==> src/sv/dvd_pkg.sv <==
`timescale 1ns / 1ps

package dvd_pkg;

    // Set geometry; SET_CAPACITY must be a power of two
    localparam int SET_CAPACITY = 4096;
    localparam int SLOT_W       = $clog2(SET_CAPACITY);
    localparam int COORD_BITS   = 32;
    localparam int NUM_COORDS   = 3;
    localparam int STEP_W       = $clog2(NUM_COORDS);
    localparam int VNUM_W       = 20;

    // Mesh generation mark kept with each slot
    localparam int EPOCH_W      = 8;

    // Hash: only bits up to SLOT_W + HASH_SHIFT of the 64-bit product sum matter
    localparam int HASH_SHIFT   = 29;
    localparam int HASH_W       = SLOT_W + HASH_SHIFT;
    localparam int MUL_LO_W     = 32;
    localparam int MUL_HI_W     = HASH_W - MUL_LO_W;

    localparam logic [63:0] HASH_MUL_X = 64'h9E37_79B9_7F4A_7C15;
    localparam logic [63:0] HASH_MUL_Y = 64'hC2B2_AE3D_27D4_EB4F;
    localparam logic [63:0] HASH_MUL_Z = 64'h1656_67B1_9E37_79F9;

    typedef logic [COORD_BITS-1:0] coord_t;
    typedef logic [SLOT_W-1:0]     slot_t;
    typedef logic [EPOCH_W-1:0]    epoch_t;
    typedef logic [STEP_W-1:0]     step_t;

    localparam step_t STEP_LAST = STEP_W'(NUM_COORDS - 1);

    typedef struct packed {
        epoch_t epoch;
        coord_t z;
        coord_t y;
        coord_t x;
    } dvd_entry_t;

    typedef struct packed {
        logic  done;
        slot_t slot;
    } dvd_hash_status_t;

    typedef enum logic [2:0] {
        ST_IDLE,
        ST_CLEAR,
        ST_HASH,
        ST_PROBE,
        ST_DONE
    } dvd_state_t;

endpackage

==> src/sv/dvd_hash.sv <==
`timescale 1ns / 1ps

module dvd_hash (
    input  logic                      aclk,
    input  logic                      aresetn,
    input  logic                      start,
    input  dvd_pkg::coord_t           key_x,
    input  dvd_pkg::coord_t           key_y,
    input  dvd_pkg::coord_t           key_z,
    output dvd_pkg::dvd_hash_status_t status
);
    import dvd_pkg::*;

    logic                    busy_reg, busy_next;
    logic                    done_reg, done_next;
    step_t                   step_reg, step_next;
    logic [HASH_W-1:0]       acc_reg, acc_next;

    coord_t                  key;
    logic [63:0]             mul_c;
    logic [2*MUL_LO_W-1:0]   prod_lo;
    logic [MUL_HI_W-1:0]     prod_hi;
    logic [HASH_W-1:0]       term;

    // Operand select: one coordinate per cycle
    always_comb begin
        case (step_reg)
            2'd0: begin
                key   = key_x;
                mul_c = HASH_MUL_X;
            end
            2'd1: begin
                key   = key_y;
                mul_c = HASH_MUL_Y;
            end
            2'd2: begin
                key   = key_z;
                mul_c = HASH_MUL_Z;
            end
            default: begin
                key   = '0;
                mul_c = '0;
            end
        endcase
    end

    // Shared multiplier: low 32 bits of constant in full, upper bits only as far as needed
    assign prod_lo = key * mul_c[MUL_LO_W-1:0];
    assign prod_hi = key[MUL_HI_W-1:0] * mul_c[HASH_W-1:MUL_LO_W];
    assign term    = prod_lo[HASH_W-1:0] + {prod_hi, {MUL_LO_W{1'b0}}};

    // Step sequencer and xor accumulator
    always_comb begin
        busy_next = busy_reg;
        done_next = 1'b0;
        step_next = step_reg;
        acc_next  = acc_reg;
        if (start) begin
            busy_next = 1'b1;
            step_next = '0;
            acc_next  = '0;
        end else if (busy_reg) begin
            acc_next  = acc_reg ^ term;
            step_next = step_reg + 1'b1;
            if (step_reg == STEP_LAST) begin
                busy_next = 1'b0;
                done_next = 1'b1;
            end
        end
    end

    always_ff @(posedge aclk) begin
        if (!aresetn) begin
            busy_reg <= 1'b0;
            done_reg <= 1'b0;
            step_reg <= '0;
        end else begin
            busy_reg <= busy_next;
            done_reg <= done_next;
            step_reg <= step_next;
        end
    end

    always_ff @(posedge aclk) begin
        acc_reg <= acc_next;
    end

    // Fold: h ^ (h >> 29), low slot bits
    assign status.done = done_reg;
    assign status.slot = acc_reg[SLOT_W-1:0] ^ acc_reg[HASH_SHIFT +: SLOT_W];

endmodule

==> config.mk <==
export PLATFORM = sky130hd
export DESIGN_NAME = dvd_hash
export DESIGN_NICKNAME = d
export VERILOG_FILES = /design/src/sv/dvd_pkg.sv /design/src/sv/dvd_hash.sv
export SDC_FILE = /design/constraint.sdc
export NUM_CORES = 2
export LEC_CHECK = 0
export BUFFER_PORTS_ARGS = -buffer_cell sky130_fd_sc_hd__buf_2
export CORE_MARGIN = 4
export CORE_UTILIZATION = 40
export CTS_CLUSTER_DIAMETER = 120
export DETAILED_ROUTE_END_ITERATION = 8
export RECOVER_POWER = 50
export SETUP_SLACK_MARGIN = 0.2
export SYNTH_ARGS = -nofsm -noshare
export SYNTH_HDL_FRONTEND = slang
export SYNTH_SLANG_ARGS = --single-unit
==> constraint.sdc <==
create_clock -name aclk -period 8.8 [get_ports aclk]
set_input_delay 1.76 -clock aclk [delete_from_list [all_inputs] [get_ports aclk]]
set_output_delay 1.76 -clock aclk [all_outputs]
set_load 0.05 [all_outputs]
==> results.ini <==
[run_status]
outcome=finished, violations left
violations=setup timing

[logic_synthesis]
synth.net_count=3346
ys_ff_latch=28
synth_cell_types=56
synthArstFlopShare_pct=0
avgSynthCellArea_um2=9.694
synth-main-ff-cell=dfxtp_1
syn-instance-count=2391
syn_area_mm2=0.02318
yosysSeqAreaShare_pct=2.418
synth_edf_count=0
synth_warnings=0

[critical_path]
crit_path_max_fanout=4
reg2reg_slack_ps=110
cp.required_ps=8950
crit_start=key_z[21]
arrival_ps=9410
r2r_cells=31
end_kind=flip-flop
crit_family=adder cells
crit_path_start_kind=input port
crit_type=input port to flip-flop
reg2reg_to=acc_reg[40]
crit_buf_inv=6
path_depth=28
slowest_stage=fa_2
r2r-start=step_reg[0]
cpPeakStageDelay_ps=660
worst_path_most_repeated_cell=fa_1

[sta]
holdWs_ps=518.9
setup_viol=12
slew_viol_final=0
setup_slack_ps=-465.1
skew_ps=2.182
worstMarginPinSlew_ps=789.9
grt_setup_unrepaired=true
fmax_ghz=0.1079
slew_headroom_pct=47.14
finalHoldViolCount=0
fin_crit_ps=9265
fin_crit_sh_pct=105.3

[finish]
layout-drive-gt1-share_pct=29.87
synthToLayoutAreaGrowth_pct=29.80
layout_common_cells=inv_1 (869), fa_1 (622), buf_4 (526), ha_1 (170), nand2_1 (124)
final_common_cell=inv_1
nNetsFinal=3992
final_util_pct=52.85
fin_area_mm2=0.03009
num_antenna_cells=0
largest_reg_flops=24

[routing]
vias=18310
wl_per_cell_um=22.16
drc_errors=0
drt_iter0_markers=1194
drtPass1Iterations=6
viasPerCell=4.828
routed_wl_mm=84.02
drtAntennaViolNets=0

[floorplanning]
die_w_um=248.7
io_pins=112
core_area_mm2=0.05693
die_h_um=248.7
die_area_mm2=0.06186
initial_core_util_pct=40.71
rows=87

[clocking]
cts_tree=built
clock_latency_ps=260
numCtsBuffers=3
htreeDepth=1
clkTransAtPathRegs_ps=60
clockRootBuffer=clkbuf_16
clockBufferDepth=2
clock_sinks=28
holdBufCountCts=0

[run]
maxCapViolations=0

[placed_design]
placed_area_mm2=0.02863
place_congestion=1.045
io_buffers=111
dp_hpwl_mm=77.38

[min_path]
min_from=acc_reg[29]
hold_depth=2
hold_end=acc_reg[29]
hold_path_class=flip-flop to flip-flop

[grt]
antenna_found_initial=2
grt_max_degree=29
grt_pass1_vias=21020
grt_overflow_total=0
track_usage_pct=27.38
grt_pass1_wl_mm=126.1

-- worst reg2reg max path, delay by kind of cell, from the launching register on --
kind	cells	cell delay [ps]
AND/OR/NAND/NOR	6	1060
XOR/XNOR	1	140
adder cells (fa/ha/maj)	10	4510
buffers and inverters	6	750
flip-flops	1	420
AO/OA/AOI/OAI	8	1740
-- stage by stage --
step                worst slack (ps)  TNS [ps]  cells
detailed placement             -1259    -12570   3740
finish                        -465.1     -3578   3792
CTS                           -416.2     -2989   3777
global placement               -1226    -11850   3740
global route                  -633.8     -5899   3792
floorplan                     -272.9    -736.9   2391
-- final cells by class --
cell class                 count  area [µm²]
fill                        5254       26850
multi-input combinational   1425       20020
timing repair buffer         677        5065
inverter                     902        3402
tap                          756       945.9
sequential                    28       560.5
clock buffer                   4       88.84
-- cell families after synthesis --
family | Yosys count | synth area share (%)
compound gates | 128 | 3.930
xor+xnor | 108 | 4.173
fa+ha+maj | 856 | 67.81
buf+inv | 938 | 15.33
flops | 28 | 2.418
mux | 3 | 0.1350
simple gates | 330 | 6.202
-- worst max path at each step --
| stage | to | slack (ps) |
|---|---|---|
| floorplan | acc_reg[40] | -270 |
| CTS | acc_reg[40] | -420 |
| detailed placement | acc_reg[40] | -1260 |
| global placement | acc_reg[40] | -1230 |
| finish | acc_reg[37] | -470 |
| global route | acc_reg[40] | -630 |
-- cell usage after synthesis (4+ instances only) --
library cell  number  area (µm²)
nor2_1            89       334.1
buf_2              5       25.02
ha_1             189        2365
or2_2              8       50.05
clkbuf_1          22       82.58
fa_1             667       13350
a222oi_1          30       300.3
a21o_1            13       97.59
a21oi_1           31       155.2
or3_1              4       25.02
inv_1            902        3386
and2_1            23       143.9
xor2_1            41       359.1
buf_1              5       18.77
nand3_1            5       25.02
xnor2_1           65       569.3
and3_1             8       50.05
o21ai_0           23       115.1
nor3_1             5       25.02
dfxtp_1           28       560.5
nand2b_1          11       68.82
nand2_1          161       604.3
nor2b_1            6       37.54
-- per-layer routing --
| layer | up-vias | share of wire [%] | track usage [%] |
|---|---|---|---|
| met1 | 9404 | 40 | 34.51 |
| li1 | 8049 | - | - |
| met2 | 673 | 49 | 47.39 |
| met3 | 176 | 5.8 | 3.842 |
| met4 | 4 | 5.8 | 11.75 |
| met5 | - | 0.082 | 0 |
-- what timing repair did --
item	4_1_cts	5_1_grt
setup endpoints to repair	12	12
pin swaps	98	68
setup buffers	33	15
resized for setup	207	70
Power is not shown: default switching activity piles up to over one toggle a cycle in this logic, so the estimate is an artifact.
